File: config.mk
export PLATFORM = sky130hd
export DESIGN_NAME = csqm_divider
export DESIGN_NICKNAME = d
export VERILOG_FILES = /design/src/csqm_pkg.sv /design/src/csqm_divider.sv
export SDC_FILE = /design/constraint.sdc
export NUM_CORES = 1
export LEC_CHECK = 0
export ABC_AREA = 1
export BUFFER_PORTS_ARGS = -buffer_cell sky130_fd_sc_hd__buf_2
export CORE_ASPECT_RATIO = 0.5
export CORE_UTILIZATION = 54
export CTS_CLUSTER_DIAMETER = 150
export CTS_CLUSTER_SIZE = 25
export DETAILED_ROUTE_END_ITERATION = 16
export GPL_TIMING_DRIVEN = 0
export PLACE_DENSITY = 0.84
export SETUP_SLACK_MARGIN = 0.15
export SYNTH_ARGS = -nofsm -noshare
export SYNTH_HDL_FRONTEND = slang
export SYNTH_SLANG_ARGS = --single-unit
File: constraint.sdc
create_clock -name clock -period 8.5 [get_ports clock]
set_input_delay 1.7 -clock clock [delete_from_list [all_inputs] [get_ports clock]]
set_output_delay 1.7 -clock clock [all_outputs]
set_load 0.005 [all_outputs]
File: src/csqm_pkg.sv
// ----------------------------------------------------------------------------
// csqm_pkg
// types and constants shared by the signal quality monitor
// ----------------------------------------------------------------------------
package csqm_pkg;

   typedef enum logic [1:0] {
      OP_FRAME  = 2'd0,
      OP_TICK   = 2'd1,
      OP_DEFINE = 2'd2,
      OP_NONE   = 2'd3
   } opcode_type;

   localparam logic [2:0] Q_NEVER = 3'd0;
   localparam logic [2:0] Q_GOOD  = 3'd1;
   localparam logic [2:0] Q_STALE = 3'd2;
   localparam logic [2:0] Q_RANGE = 3'd3;
   localparam logic [2:0] Q_STEP  = 3'd4;

   localparam logic KIND_QUALITY = 1'b0;
   localparam logic KIND_VALUE   = 1'b1;

   localparam int MAX_RESULTS = 16;

   typedef struct packed {
      logic [1:0]         opcode;
      logic [3:0]         slot;
      logic [28:0]        frame_id;
      logic signed [31:0] sample;
      logic [31:0]        time_ms;
      logic signed [31:0] range_low;
      logic signed [31:0] range_high;
      logic [30:0]        step_limit;
      logic               smooth_on;
      logic [7:0]         window_len;
      logic [31:0]        stale_after_ms;
   } req_type;

   typedef struct packed {
      logic               event_kind;
      logic [3:0]         signal_slot;
      logic [2:0]         quality_code;
      logic signed [31:0] smoothed;
      logic               last_event;
   } rsp_type;

   typedef enum logic [3:0] {
      ST_IDLE,
      ST_SEARCH,
      ST_EVAL,
      ST_SUM,
      ST_DIV,
      ST_FINISH,
      ST_TICK,
      ST_EMIT,
      ST_DONE
   } state_type;

   // word travelling along the row of cells
   typedef struct packed {
      logic        hit;
      logic        live;
      logic [28:0] frame_id;
   } probe_type;

endpackage

File: src/csqm_divider.sv
// ----------------------------------------------------------------------------
// csqm_divider
// restoring divider, one quotient bit per cycle, truncates toward zero
// ----------------------------------------------------------------------------
module csqm_divider
   import csqm_pkg::*;
#(
   parameter int WW = 4
) (
   input  logic               clock,
   input  logic               reset,
   input  logic               start,
   input  logic signed [39:0] dividend,
   input  logic [WW-1:0]      divisor,
   output logic               done,
   output logic signed [31:0] quotient
);

   logic [39:0] rem_ff, quo_ff;
   logic [5:0]  cnt_ff;
   logic        busy_ff, neg_ff, done_ff;
   logic [39:0] trial;
   logic [39:0] shifted;
   logic [39:0] mag;
   logic [39:0] signed_q;

   assign mag     = dividend[39] ? 40'(-dividend) : 40'(dividend);
   assign shifted = {rem_ff[38:0], quo_ff[39]};
   assign trial   = shifted - 40'(divisor);

   always_ff @(posedge clock) begin
      if (reset) begin
         busy_ff <= 1'b0;
         done_ff <= 1'b0;
         cnt_ff  <= '0;
      end else begin
         done_ff <= 1'b0;
         if (start) begin
            busy_ff <= 1'b1;
            cnt_ff  <= 6'd40;
            rem_ff  <= '0;
            quo_ff  <= mag;
            neg_ff  <= dividend[39];
         end else if (busy_ff) begin
            if (!trial[39]) begin
               rem_ff <= trial;
               quo_ff <= {quo_ff[38:0], 1'b1};
            end else begin
               rem_ff <= shifted;
               quo_ff <= {quo_ff[38:0], 1'b0};
            end
            cnt_ff <= cnt_ff - 6'd1;
            if (cnt_ff == 6'd1) begin
               busy_ff <= 1'b0;
               done_ff <= 1'b1;
            end
         end
      end
   end

   assign signed_q = neg_ff ? 40'(-quo_ff) : quo_ff;
   assign done     = done_ff;
   assign quotient = signed_q[31:0];

endmodule

==> results by group <==
Timing
  • Pin slew with the least headroom to its limit: 724 ps
  • Clock Skews: slightly above 7 ps
  • Number of slew-limit violations in the final report: 0
  • Achievable clock frequency: 250 MHz
  • Time the final worst path needs with I/O delays and setup: 4000 ps
  • Headroom to the max-slew limit: around half
  • TNS Setup: 0 ps
  • Period utilization: 47.1%
  • Number of hold violations in the final report: 0
  • RSZ-0062 raised after global routing: no
  • Number of setup violations in the final report: 0

CTS
  • Quantity of gates resized following cts: 0
  • CTS Buf Count: 9
  • Clock transition time at the flip-flop clock pins of the worst setup and hold paths: 60 ps
  • Maximum clock insertion buffer count: 2
  • Post-CTS Repair Setup Buffers: 0
  • Maximum level of the CTS H-tree: 3
  • Library cell used as clock root buffer: sky130_fd_sc_hd__clkbuf_16
  • Clock latency on the worst-skew pair: roughly 340 ps
  • Clock sink count: 88
  • Cts-stage hold buffer count: 0
  • CTS tree: yes

Synth
  • Async set or reset register ratio after synthesis: 0%
  • Synth Area per Inst: 6.81 um2
  • Number of distinct library cell variants in the gate-level netlist after synthesis: 39
  • Cell taking the most area after synthesis: sky130_fd_sc_hd__edfxtp_1
  • Total nets after synthesis: about 1,100
  • Ys flop type: sky130_fd_sc_hd__edfxtp_1
  • Count of mapped cells out of synthesis: 1,035
  • Synthesized flop and latch total: slightly below 90
  • Seq/Total Area, Yosys: 36.4%
  • Mapped Area: 7050 um2
  • Synth top area cells: sky130_fd_sc_hd__edfxtp_1, sky130_fd_sc_hd__nand2_1, sky130_fd_sc_hd__nor2_1
  • Count of warnings emitted by yosys: 0
  • Post-synth EDFFs: 80
  • Area share of the largest cell type after synthesis: 34.1%

Worst setup path
  • Arrival time at the worst endpoint: 2300 ps
  • Worst path required time: approximately 6800 ps
  • Nature of the critical path startpoint: flop
  • Path type of the worst setup path: flop to output port
  • Max Fanout on Critical Path: 4
  • Critical Path End Type: output port

Floorplanning
  • Core outline area: 12,700 um2
  • Floorplan die height: 82.8 um
  • Area of the die: roughly 14,000 um2
  • Overall die width: 164 um
  • Count of pins on the block boundary: 80
  • Number of core rows: 29
  • Initial Util: 55.5%

Place
  • Routability cong.: between 0.9 and 1
  • Half-perimeter wire length after detailed placement: 15.0 mm
  • Port-buffer cells: 78
  • Post-place instance area: between 7000 and 8000 um2
  • Placed cell count: 1,286

Detailed routing
  • WL final: around 19 mm
  • Via Count: around 7,300
  • Post-detailed-route count of antenna-violating nets: 0
  • Detailed-route DRC error count: 0
  • Drt pass-1 iters: 5
  • Per-cell via count in the routed design: 5.57
  • Routed wirelength normalized by instance count: 14.8 um
  • Drt initial violations: between 700 and 800

Cells and area
  • Nets: 1,183
  • Synth-to-Final Area Change: 14.1%
  • Number of standard cells in the layout, taps in and fillers out: 1,302
  • Design Area, Final: 8040 um2
  • Number of fill cells: 1,150
  • Number of diodes added for antenna fixing: 0
  • Fraction of final layout cells with drive strength greater than 1: between 10% and 20%
  • Area taken by multi-input logic gates: ~4000 um2
  • Register cell area after layout: 2560 um2

Flow run
  • Max Cap Violations: 0

GRT
  • Via count of the first global-routing pass: about 6,500
  • GR Overflow Total: 0
  • Antenna violations before repair: 0
  • Pin count of the biggest net entering global routing: 30
  • Global-route usage over all layers: roughly 30%
  • Wire length of the first global-routing pass: 30.8 mm

Outcome
  • Status: complete, no violations

Power
  • Static Leak: 3.60 nW
  • Max rail drop VDD: 0.0950 mV
  • PwrDens: around 160 nW/um2

Worst hold path
  • Hold Crit Class: flop to flop
-- cell usage in the layout (no fill, tap or decap), types with 10 or more instances in the layout --
cell type	instances
sky130_fd_sc_hd__inv_1	114
sky130_fd_sc_hd__xor2_1	49
sky130_fd_sc_hd__nand2_1	332
sky130_fd_sc_hd__o21ai_0	53
sky130_fd_sc_hd__nor2_1	135
sky130_fd_sc_hd__nand3_1	78
sky130_fd_sc_hd__edfxtp_1	80
sky130_fd_sc_hd__buf_2	81
sky130_fd_sc_hd__clkbuf_1	16
sky130_fd_sc_hd__a21oi_1	35
sky130_fd_sc_hd__nand4_1	30
sky130_fd_sc_hd__nand3b_1	10
sky130_fd_sc_hd__xnor2_1	11
-- worst paths after layout --
kind / startpoint / slack (ps) / depth (start not counted) / to
setup / recovery: quo_ff[0] / 4500 / 12 / quotient[28]
hold / removal: cnt_ff[5] / 490 / 2 / cnt_ff[5]
setup reg to reg: quo_ff[39] / 5890 / 14 / rem_ff[30]
hold reg to reg: cnt_ff[5] / 490 / 2 / cnt_ff[5]
-- cells in the mapped netlist, drive strengths merged, types with 10 or more instances --
| master | n |
|---|---|
| nand2 | 335 |
| nor2 | 146 |
| inv | 114 |
| edfxtp | 80 |
| nand3 | 79 |
| o21ai | 63 |
| xor2 | 49 |
| a21oi | 44 |
| nand4 | 30 |
| buf | 15 |
| clkbuf | 15 |
| xnor2 | 11 |
| nand3b | 10 |
-- area by class of cell --
| cell class | instances | share of cell area [%] |
|---|---|---|
| timing repair buffer | 81 | 5.70 |
| tap | 170 | 2.65 |
| clock buffer | 10 | 2.85 |
| inverter | 115 | 5.37 |
| buffer | 30 | 1.91 |
| sequential | 88 | 31.9 |
| clock inverter | 6 | 1.04 |
| multi-input combinational | 802 | 48.6 |
-- per-stage QoR --
| stage | worst slack, ps | power, mW | hold slack [ps] | utilization [%] |
|---|---|---|---|---|
| after global placement | 146 | 0.875 | 462 | 60.2 |
| after global routing | 4230 | 1.37 | 526 | 63.3 |
| final | 4500 | 1.31 | 494 | 63.3 |
| after CTS | 4510 | 1.31 | 497 | 63.3 |
| after detailed placement | 4340 | 0.889 | 488 | 60.8 |
| after floorplan | 2230 | 0.779 | 448 | - |
-- worst max-delay path, cell delays in order (launching register included) --
cell and delay (ps):
sky130_fd_sc_hd__edfxtp_1 390, sky130_fd_sc_hd__inv_1 160, sky130_fd_sc_hd__ha_1 220, sky130_fd_sc_hd__nand4_1 160, sky130_fd_sc_hd__inv_1 80, sky130_fd_sc_hd__nand2_1 60, sky130_fd_sc_hd__nand2_1 130, sky130_fd_sc_hd__nand2_1 140
sky130_fd_sc_hd__a21oi_1 280, sky130_fd_sc_hd__nand2_1 90, sky130_fd_sc_hd__nand2_1 80, sky130_fd_sc_hd__nand2_1 50, sky130_fd_sc_hd__buf_2 120
-- state kept, by name (all words and copies together), names as in the netlist --
signal   cells
quo_ff      40
neg_ff       1
rem_ff      39
busy_ff      1
cnt_ff       6
done         1
-- logic make-up after synthesis --
group           after synthesis  synth area share, %
flops                        88                 36.4
fa+ha+maj                     9                 1.70
xor+xnor                     60                 7.46
buf+inv                     145                 8.31
simple gates                613                 36.7
compound gates              120                 9.45
-- metal layers --
layer | vias to the layer above | global-route usage [%] | share of wire, %
li1 | 3558 | - | -
met1 | 3399 | 38.1 | 44
met2 | 269 | 50.8 | 47
met3 | 29 | 4.62 | 6.5
met4 | 0 | 9.26 | 1.8
met5 | - | 0 | 0
-- where the power goes --
part	internal (mW)	switching [mW]
clock network	0.257	0.167
logic	0.117	0.202
registers	0.527	0.0405
total	0.900	0.410
Note: power is estimated with default switching activity, not from simulation.
