[src/csqm_pkg.sv]
// ----------------------------------------------------------------------------
// csqm_pkg
// types and constants shared by the signal quality monitor
// ----------------------------------------------------------------------------
package csqm_pkg;

   typedef enum logic [1:0] {
      OP_FRAME  = 2'd0,
      OP_TICK   = 2'd1,
      OP_DEFINE = 2'd2,
      OP_NONE   = 2'd3
   } opcode_type;

   localparam logic [2:0] Q_NEVER = 3'd0;
   localparam logic [2:0] Q_GOOD  = 3'd1;
   localparam logic [2:0] Q_STALE = 3'd2;
   localparam logic [2:0] Q_RANGE = 3'd3;
   localparam logic [2:0] Q_STEP  = 3'd4;

   localparam logic KIND_QUALITY = 1'b0;
   localparam logic KIND_VALUE   = 1'b1;

   localparam int MAX_RESULTS = 16;

   typedef struct packed {
      logic [1:0]         opcode;
      logic [3:0]         slot;
      logic [28:0]        frame_id;
      logic signed [31:0] sample;
      logic [31:0]        time_ms;
      logic signed [31:0] range_low;
      logic signed [31:0] range_high;
      logic [30:0]        step_limit;
      logic               smooth_on;
      logic [7:0]         window_len;
      logic [31:0]        stale_after_ms;
   } req_type;

   typedef struct packed {
      logic               event_kind;
      logic [3:0]         signal_slot;
      logic [2:0]         quality_code;
      logic signed [31:0] smoothed;
      logic               last_event;
   } rsp_type;

   typedef enum logic [3:0] {
      ST_IDLE,
      ST_SEARCH,
      ST_EVAL,
      ST_SUM,
      ST_DIV,
      ST_FINISH,
      ST_TICK,
      ST_EMIT,
      ST_DONE
   } state_type;

   // word travelling along the row of cells
   typedef struct packed {
      logic        hit;
      logic        live;
      logic [28:0] frame_id;
   } probe_type;

endpackage

[src/csqm_cell.sv]
// ----------------------------------------------------------------------------
// csqm_cell
// one table slot: definition, run-time state and history row; passes the
// lookup word to its neighbor each cycle
// ----------------------------------------------------------------------------
module csqm_cell
   import csqm_pkg::*;
#(
   parameter int HISTORY = 8,
   parameter int HW      = (HISTORY > 1) ? $clog2(HISTORY) : 1,
   parameter int WW      = $clog2(HISTORY + 1)
) (
   input  logic               clock,
   input  logic               reset,
   input  logic               def_we,
   input  req_type            def_req,
   input  probe_type          probe_in,
   output probe_type          probe_out,
   output logic               match,
   output logic               valid,
   output logic               seen,
   output logic signed [31:0] low,
   output logic signed [31:0] high,
   output logic [30:0]        step,
   output logic [WW-1:0]      window,
   output logic [31:0]        timeout,
   output logic [2:0]         quality,
   output logic signed [31:0] last_value,
   output logic [31:0]        last_time,
   output logic [HW-1:0]      hist_pos,
   input  logic [HW-1:0]      hist_rd,
   output logic signed [31:0] hist_data,
   input  logic               upd_we,
   input  logic               upd_hist_we,
   input  logic signed [31:0] upd_value,
   input  logic [31:0]        upd_time,
   input  logic [HW-1:0]      upd_pos,
   input  logic [HW-1:0]      upd_next_pos,
   input  logic               q_we,
   input  logic [2:0]         q_value
);

   logic               valid_ff, seen_ff;
   logic [28:0]        id_ff;
   logic signed [31:0] low_ff, high_ff;
   logic [30:0]        step_ff;
   logic [WW-1:0]      window_ff;
   logic [31:0]        timeout_ff;
   logic [2:0]         quality_ff;
   logic signed [31:0] last_value_ff;
   logic [31:0]        last_time_ff;
   logic [HW-1:0]      pos_ff;
   logic signed [31:0] hist_ff [HISTORY];
   probe_type          probe_ff;
   logic               match_in;
   logic [WW-1:0]      window_in;

   assign match_in = valid_ff && (id_ff == probe_in.frame_id) && probe_in.live;

   always_comb begin
      window_in = '0;
      if (def_req.smooth_on && def_req.window_len >= 8'd1 &&
          def_req.window_len <= 8'(HISTORY))
         window_in = WW'(def_req.window_len);
   end

   always_ff @(posedge clock) begin
      if (reset) begin
         valid_ff      <= 1'b0;
         seen_ff       <= 1'b0;
         quality_ff    <= Q_NEVER;
         last_value_ff <= '0;
         last_time_ff  <= '0;
         pos_ff        <= '0;
         probe_ff      <= '0;
         for (int i = 0; i < HISTORY; i++) hist_ff[i] <= '0;
      end else begin
         probe_ff.frame_id <= probe_in.frame_id;
         probe_ff.live     <= probe_in.live;
         probe_ff.hit      <= probe_in.hit | match_in;
         if (def_we) begin
            valid_ff      <= 1'b1;
            seen_ff       <= 1'b0;
            quality_ff    <= Q_NEVER;
            last_value_ff <= '0;
            last_time_ff  <= '0;
            pos_ff        <= '0;
            for (int i = 0; i < HISTORY; i++) hist_ff[i] <= '0;
         end else begin
            if (upd_we) begin
               seen_ff       <= 1'b1;
               last_value_ff <= upd_value;
               last_time_ff  <= upd_time;
            end
            if (upd_hist_we) begin
               hist_ff[upd_pos] <= upd_value;
               pos_ff           <= upd_next_pos;
            end
            if (q_we) quality_ff <= q_value;
         end
      end
   end

   always_ff @(posedge clock) begin
      if (def_we) begin
         id_ff      <= def_req.frame_id;
         low_ff     <= def_req.range_low;
         high_ff    <= def_req.range_high;
         step_ff    <= def_req.step_limit;
         window_ff  <= window_in;
         timeout_ff <= def_req.stale_after_ms;
      end
   end

   assign probe_out  = probe_ff;
   // first match only: no earlier cell has claimed the word
   assign match      = match_in && !probe_in.hit;
   assign valid      = valid_ff;
   assign seen       = seen_ff;
   assign low        = low_ff;
   assign high       = high_ff;
   assign step       = step_ff;
   assign window     = window_ff;
   assign timeout    = timeout_ff;
   assign quality    = quality_ff;
   assign last_value = last_value_ff;
   assign last_time  = last_time_ff;
   assign hist_pos   = pos_ff;
   assign hist_data  = hist_ff[hist_rd];

endmodule

[config.mk]
export PLATFORM = sky130hd
export DESIGN_NAME = csqm_cell
export DESIGN_NICKNAME = d
export VERILOG_FILES = /design/src/csqm_pkg.sv /design/src/csqm_cell.sv
export SDC_FILE = /design/constraint.sdc
export NUM_CORES = 1
export LEC_CHECK = 0
export BUFFER_PORTS_ARGS = -buffer_cell sky130_fd_sc_hd__buf_2
export CAP_MARGIN = 20
export CORE_ASPECT_RATIO = 0.75
export CORE_MARGIN = 4
export CORE_UTILIZATION = 40
export DETAILED_ROUTE_END_ITERATION = 16
export GPL_TIMING_DRIVEN = 0
export REMOVE_ABC_BUFFERS = 1
export SLEW_MARGIN = 25
export SYNTH_ARGS = -nofsm -noshare
export SYNTH_HDL_FRONTEND = slang
export SYNTH_SLANG_ARGS = --single-unit
export TNS_END_PERCENT = 20
[constraint.sdc]
create_clock -name clock -period 9.3 [get_ports clock]
set_clock_uncertainty 0.15 [all_clocks]
set_input_delay 1.86 -clock clock [delete_from_list [all_inputs] [get_ports clock]]
set_output_delay 1.86 -clock clock [all_outputs]
set_load 0.05 [all_outputs]
==> impl_results.html <==
<table>
<tr><th>Metric</th><th>Value</th></tr>
<tr><th colspan="2">Worst setup path</th></tr>
<tr><td>Crit path largest cell delay</td><td>0.63 ns</td></tr>
<tr><td>Critical path class</td><td>in2out</td></tr>
<tr><td>Data arrival time at the worst-slack endpoint</td><td>3.74 ns</td></tr>
<tr><td>WP data required</td><td>7.29 ns</td></tr>
<tr><td>Critical-path cell list</td><td>buf_6, buf_16, mux4_1, mux2_2, buf_2</td></tr>
<tr><td>Critical Path Start Type</td><td>input port</td></tr>
<tr><td>Critical path peak fanout</td><td>42</td></tr>
<tr><td>Cell at the slowest stage of the critical path</td><td>sky130_fd_sc_hd__mux4_1</td></tr>
<tr><td>Crit. End Element</td><td>output pin</td></tr>
<tr><th colspan="2">Drt</th></tr>
<tr><td>Length of the first detailed-routing pass in iterations</td><td>4</td></tr>
<tr><td>Post-route antenna net violation count</td><td>0</td></tr>
<tr><td>Iter 0 DRT Violations</td><td>1146</td></tr>
<tr><td>Total wirelength of the detailed-routed design</td><td>69100 um</td></tr>
<tr><td>Detailed-route via count</td><td>12300</td></tr>
<tr><td>Remaining routing DRC violations</td><td>0</td></tr>
<tr><td>Wirelength per Cell</td><td>28.2 um</td></tr>
<tr><td>Number of vias per cell</td><td>5.02</td></tr>
<tr><th colspan="2">Synth</th></tr>
<tr><td>Syn Area/Cell</td><td>17.0 um2</td></tr>
<tr><td>Number of warnings issued by yosys</td><td>0</td></tr>
<tr><td>Summed instance area of the synthesized netlist</td><td>0.0201 mm2</td></tr>
<tr><td>Register area share after synthesis</td><td>72.3%</td></tr>
<tr><td>Synth Register Bits</td><td>519</td></tr>
<tr><td>Cells after synthesis</td><td>1187</td></tr>
<tr><td>Post-synth cell types</td><td>31</td></tr>
<tr><th colspan="2">Floorplan</th></tr>
<tr><td>Horizontal extent of the die</td><td>267 um</td></tr>
<tr><td>Area enclosed by the die boundary</td><td>0.0540 mm2</td></tr>
<tr><td>Row Count</td><td>70</td></tr>
<tr><td>Core box area</td><td>0.0493 mm2</td></tr>
<tr><td>Height of the die</td><td>202 um</td></tr>
<tr><td>IO Count</td><td>615</td></tr>
<tr><td>Initial Utilization</td><td>40.9%</td></tr>
<tr><th colspan="2">Timing</th></tr>
<tr><td>Pin slew with the least headroom to its limit</td><td>0.862 ns</td></tr>
<tr><td>Slew Viols, Final</td><td>0</td></tr>
<tr><td>Unrepaired setup endpoints after global routing</td><td>false</td></tr>
<tr><td>Maximum achievable frequency</td><td>174 MHz</td></tr>
<tr><td>Setup-failing EPs final</td><td>0</td></tr>
<tr><td>Share of the clock period used by the worst path</td><td>61.8%</td></tr>
<tr><td>Post-route setup slack</td><td>3.55 ns</td></tr>
<tr><td>Tmin final</td><td>5.75 ns</td></tr>
<tr><td>Worst-case headroom to the max-slew limit</td><td>42.5%</td></tr>
<tr><td>Final hold violation count</td><td>0</td></tr>
<tr><th colspan="2">Layout</th></tr>
<tr><td>Area occupied by registers</td><td>0.0146 mm2</td></tr>
<tr><td>Number of nets in the finished design</td><td>2099</td></tr>
<tr><td>Area Overhead vs Synth</td><td>28.3%</td></tr>
<tr><td>Fillcell total</td><td>4200</td></tr>
<tr><td>Final cell utilization of the core</td><td>52.4%</td></tr>
<tr><td>Fraction of layout instances using a drive strength above 1</td><td>40.0%</td></tr>
<tr><td>Area used by multi-input combinational logic</td><td>0.00540 mm2</td></tr>
<tr><th colspan="2">Clock tree</th></tr>
<tr><td>Clock Latency Late Sink</td><td>0.59 ns</td></tr>
<tr><td>Clock transition at the registers of the reported paths</td><td>0.06 ns</td></tr>
<tr><td>Longest Clk Path Bufs</td><td>3</td></tr>
<tr><td>Post-CTS setup buffer count</td><td>0</td></tr>
<tr><td>Post-CTS Hold Buffers</td><td>0</td></tr>
<tr><td>Number of buffers created by CTS</td><td>52</td></tr>
<tr><td>CTS tree</td><td>done</td></tr>
<tr><td>Root Driver</td><td>sky130_fd_sc_hd__clkbuf_16</td></tr>
<tr><td>Post-CTS sizing</td><td>0</td></tr>
<tr><td>Sinks on Clock Net</td><td>519</td></tr>
<tr><td>Clock H-tree levels</td><td>2</td></tr>
<tr><th colspan="2">Pwr</th></tr>
<tr><td>Worst supply voltage drop on vdd</td><td>0.153 mV</td></tr>
<tr><td>Leakage power</td><td>0.0110 uW</td></tr>
<tr><td>Power per standard cell area</td><td>211 mW/mm2</td></tr>
<tr><th colspan="2">GRT</th></tr>
<tr><td>Initial antenna violation count</td><td>29</td></tr>
<tr><td>Pin count of the biggest net entering global routing</td><td>91</td></tr>
<tr><td>Via count of the first global-routing pass</td><td>12500</td></tr>
<tr><td>First-pass GRT wire length</td><td>95800 um</td></tr>
<tr><td>Overall overflow remaining after global route</td><td>0</td></tr>
<tr><td>All-layer global routing usage</td><td>25.2%</td></tr>
<tr><th colspan="2">Job</th></tr>
<tr><td>Max Cap Violations</td><td>0</td></tr>
<tr><th colspan="2">Placement</th></tr>
<tr><td>Port bufs</td><td>544</td></tr>
<tr><td>Final estimated routing congestion in global placement</td><td>0.926</td></tr>
<tr><td>Worst slack, placed</td><td>3.52 ns</td></tr>
<tr><td>Detail Placement HPWL</td><td>52200 um</td></tr>
<tr><th colspan="2">Status</th></tr>
<tr><td>Outcome</td><td>finished clean</td></tr>
<tr><th colspan="2">Min path</th></tr>
<tr><td>Worst min path class</td><td>reg2reg</td></tr>
</table>
## metrics by stage
stage	hold slack (ns)	instances	total power [uW]	TNS [ns]	area [um2]
2_1_floorplan	0.430	1126	3140	0	19800
3_3_place_gp	0.294	2318	3450	-63.47	23400
5_1_grt	0.350	2445	5640	0	25800
4_1_cts	0.319	2442	5500	0	25800
3_5_place_dp	0.304	2345	3470	0	24200
6_report	0.316	2452	5450	0	25800
## cells in the final DEF (no fill, tap or decap), types with 15 or more instances in the layout
cell	netlist	routed
sky130_fd_sc_hd__mux2_2	32	32
sky130_fd_sc_hd__and2_1	256	256
sky130_fd_sc_hd__nor2b_1	30	30
sky130_fd_sc_hd__buf_2	8	539
sky130_fd_sc_hd__clkbuf_1	21	15
sky130_fd_sc_hd__clkbuf_16	0	54
sky130_fd_sc_hd__mux4_2	24	24
sky130_fd_sc_hd__edfxtp_1	416	416
sky130_fd_sc_hd__xor2_1	28	28
sky130_fd_sc_hd__mux4_1	40	40
sky130_fd_sc_hd__dfxtp_1	103	103
sky130_fd_sc_hd__buf_16	0	20
sky130_fd_sc_hd__mux2i_1	70	70
sky130_fd_sc_hd__nor2_1	85	79
## area by class of cell
class	count	share of cell area, %
clock buffer	71	5.55
multi-input combinational	602	20.9
sequential	519	56.3
tap	648	3.14
clock inverter	26	0.721
inverter	5	0.0726
timing repair buffer	571	13.2
antenna	10	0.0968
## worst paths after layout
check	from	end	slack (ns)	cells after the start
max	hist_rd[0]	hist_data[15]	3.55	5
min	seen	seen	0.32	2
max reg2reg	id_ff[16]	probe_out[30]	7.02	4
min reg2reg	seen	seen	0.32	2
## critical path, delay by kind of cell
family,cells,cell delay [ns]
buffers and inverters,3,0.82
multiplexers,2,0.99
## logic make-up (layout without fill, tap and decap cells)
| kind of cell | Yosys count | in the layout | share of synthesized area [%] |
|---|---|---|---|
| AOI/OAI and AO/OA | 7 | 7 | 0.193 |
| xor gates and xnor gates | 30 | 30 | 1.30 |
| buffers and inverters | 66 | 673 | 1.64 |
| DFF | 519 | 519 | 72.3 |
| muxes | 166 | 166 | 13.2 |
| other | 0 | 10 | 0 |
| and+or+nand+nor | 399 | 399 | 11.4 |
## synthesized netlist by cell type
library cell / n / share of area, %
sky130_fd_sc_hd__nand3_2: 1 / 0.050
sky130_fd_sc_hd__mux2_2: 32 / 1.8
sky130_fd_sc_hd__nor3_2: 2 / 0.099
sky130_fd_sc_hd__buf_6: 7 / 0.39
sky130_fd_sc_hd__o32ai_1: 1 / 0.043
sky130_fd_sc_hd__xor2_1: 28 / 1.2
sky130_fd_sc_hd__or2_2: 1 / 0.031
sky130_fd_sc_hd__nor2b_1: 30 / 0.93
sky130_fd_sc_hd__buf_1: 9 / 0.17
sky130_fd_sc_hd__clkbuf_2: 16 / 0.40
sky130_fd_sc_hd__nor2_1: 85 / 1.6
sky130_fd_sc_hd__edfxtp_1: 416 / 62
sky130_fd_sc_hd__nor4_1: 9 / 0.28
sky130_fd_sc_hd__mux4_2: 24 / 2.7
sky130_fd_sc_hd__clkbuf_1: 21 / 0.39
sky130_fd_sc_hd__xnor2_1: 2 / 0.087
sky130_fd_sc_hd__nand2b_1: 4 / 0.12
sky130_fd_sc_hd__o21ai_0: 6 / 0.15
sky130_fd_sc_hd__nand4b_1: 1 / 0.043
sky130_fd_sc_hd__buf_2: 8 / 0.20
sky130_fd_sc_hd__mux4_1: 40 / 5.2
sky130_fd_sc_hd__inv_1: 5 / 0.093
sky130_fd_sc_hd__dfxtp_1: 103 / 10
sky130_fd_sc_hd__mux2i_1: 70 / 3.5
sky130_fd_sc_hd__nand2_1: 3 / 0.056
sky130_fd_sc_hd__nor3_1: 2 / 0.050
sky130_fd_sc_hd__nand4_1: 2 / 0.062
sky130_fd_sc_hd__nand3b_4: 1 / 0.099
sky130_fd_sc_hd__nand3_1: 1 / 0.025
sky130_fd_sc_hd__and2_1: 256 / 8.0
sky130_fd_sc_hd__nor2_4: 1 / 0.056
## metal layers
layer	share of wire (%)	global-route usage (%)	vias to the layer above
met5	0.087	0	-
met4	5.8	12.0	10
met3	9.3	8.60	135
met2	45	38.4	515
met1	40	32.6	6147
li1	-	-	5514
## flip-flops by register name, summed over array words and instances, names as in the netlist
| register | cells |
|---|---|
| timeout | 32 |
| probe_out | 31 |
| last_time | 32 |
| quality | 3 |
| id_ff | 29 |
| valid | 1 |
| high | 32 |
| last_value | 32 |
| step | 31 |
| hist_pos | 3 |
| low | 32 |
| seen | 1 |
| hist_ff | 256 |
| window | 4 |
## power by group
| part | total [uW] | switching (uW) | internal (uW) |
|---|---|---|---|
| Sequential | 2690 | 45.4 | 2650 |
| Clock | 2020 | 889 | 1140 |
| Combinational | 727 | 525 | 203 |
| Total | 5450 | 1460 | 3990 |
(Power assumes the default switching activity.)
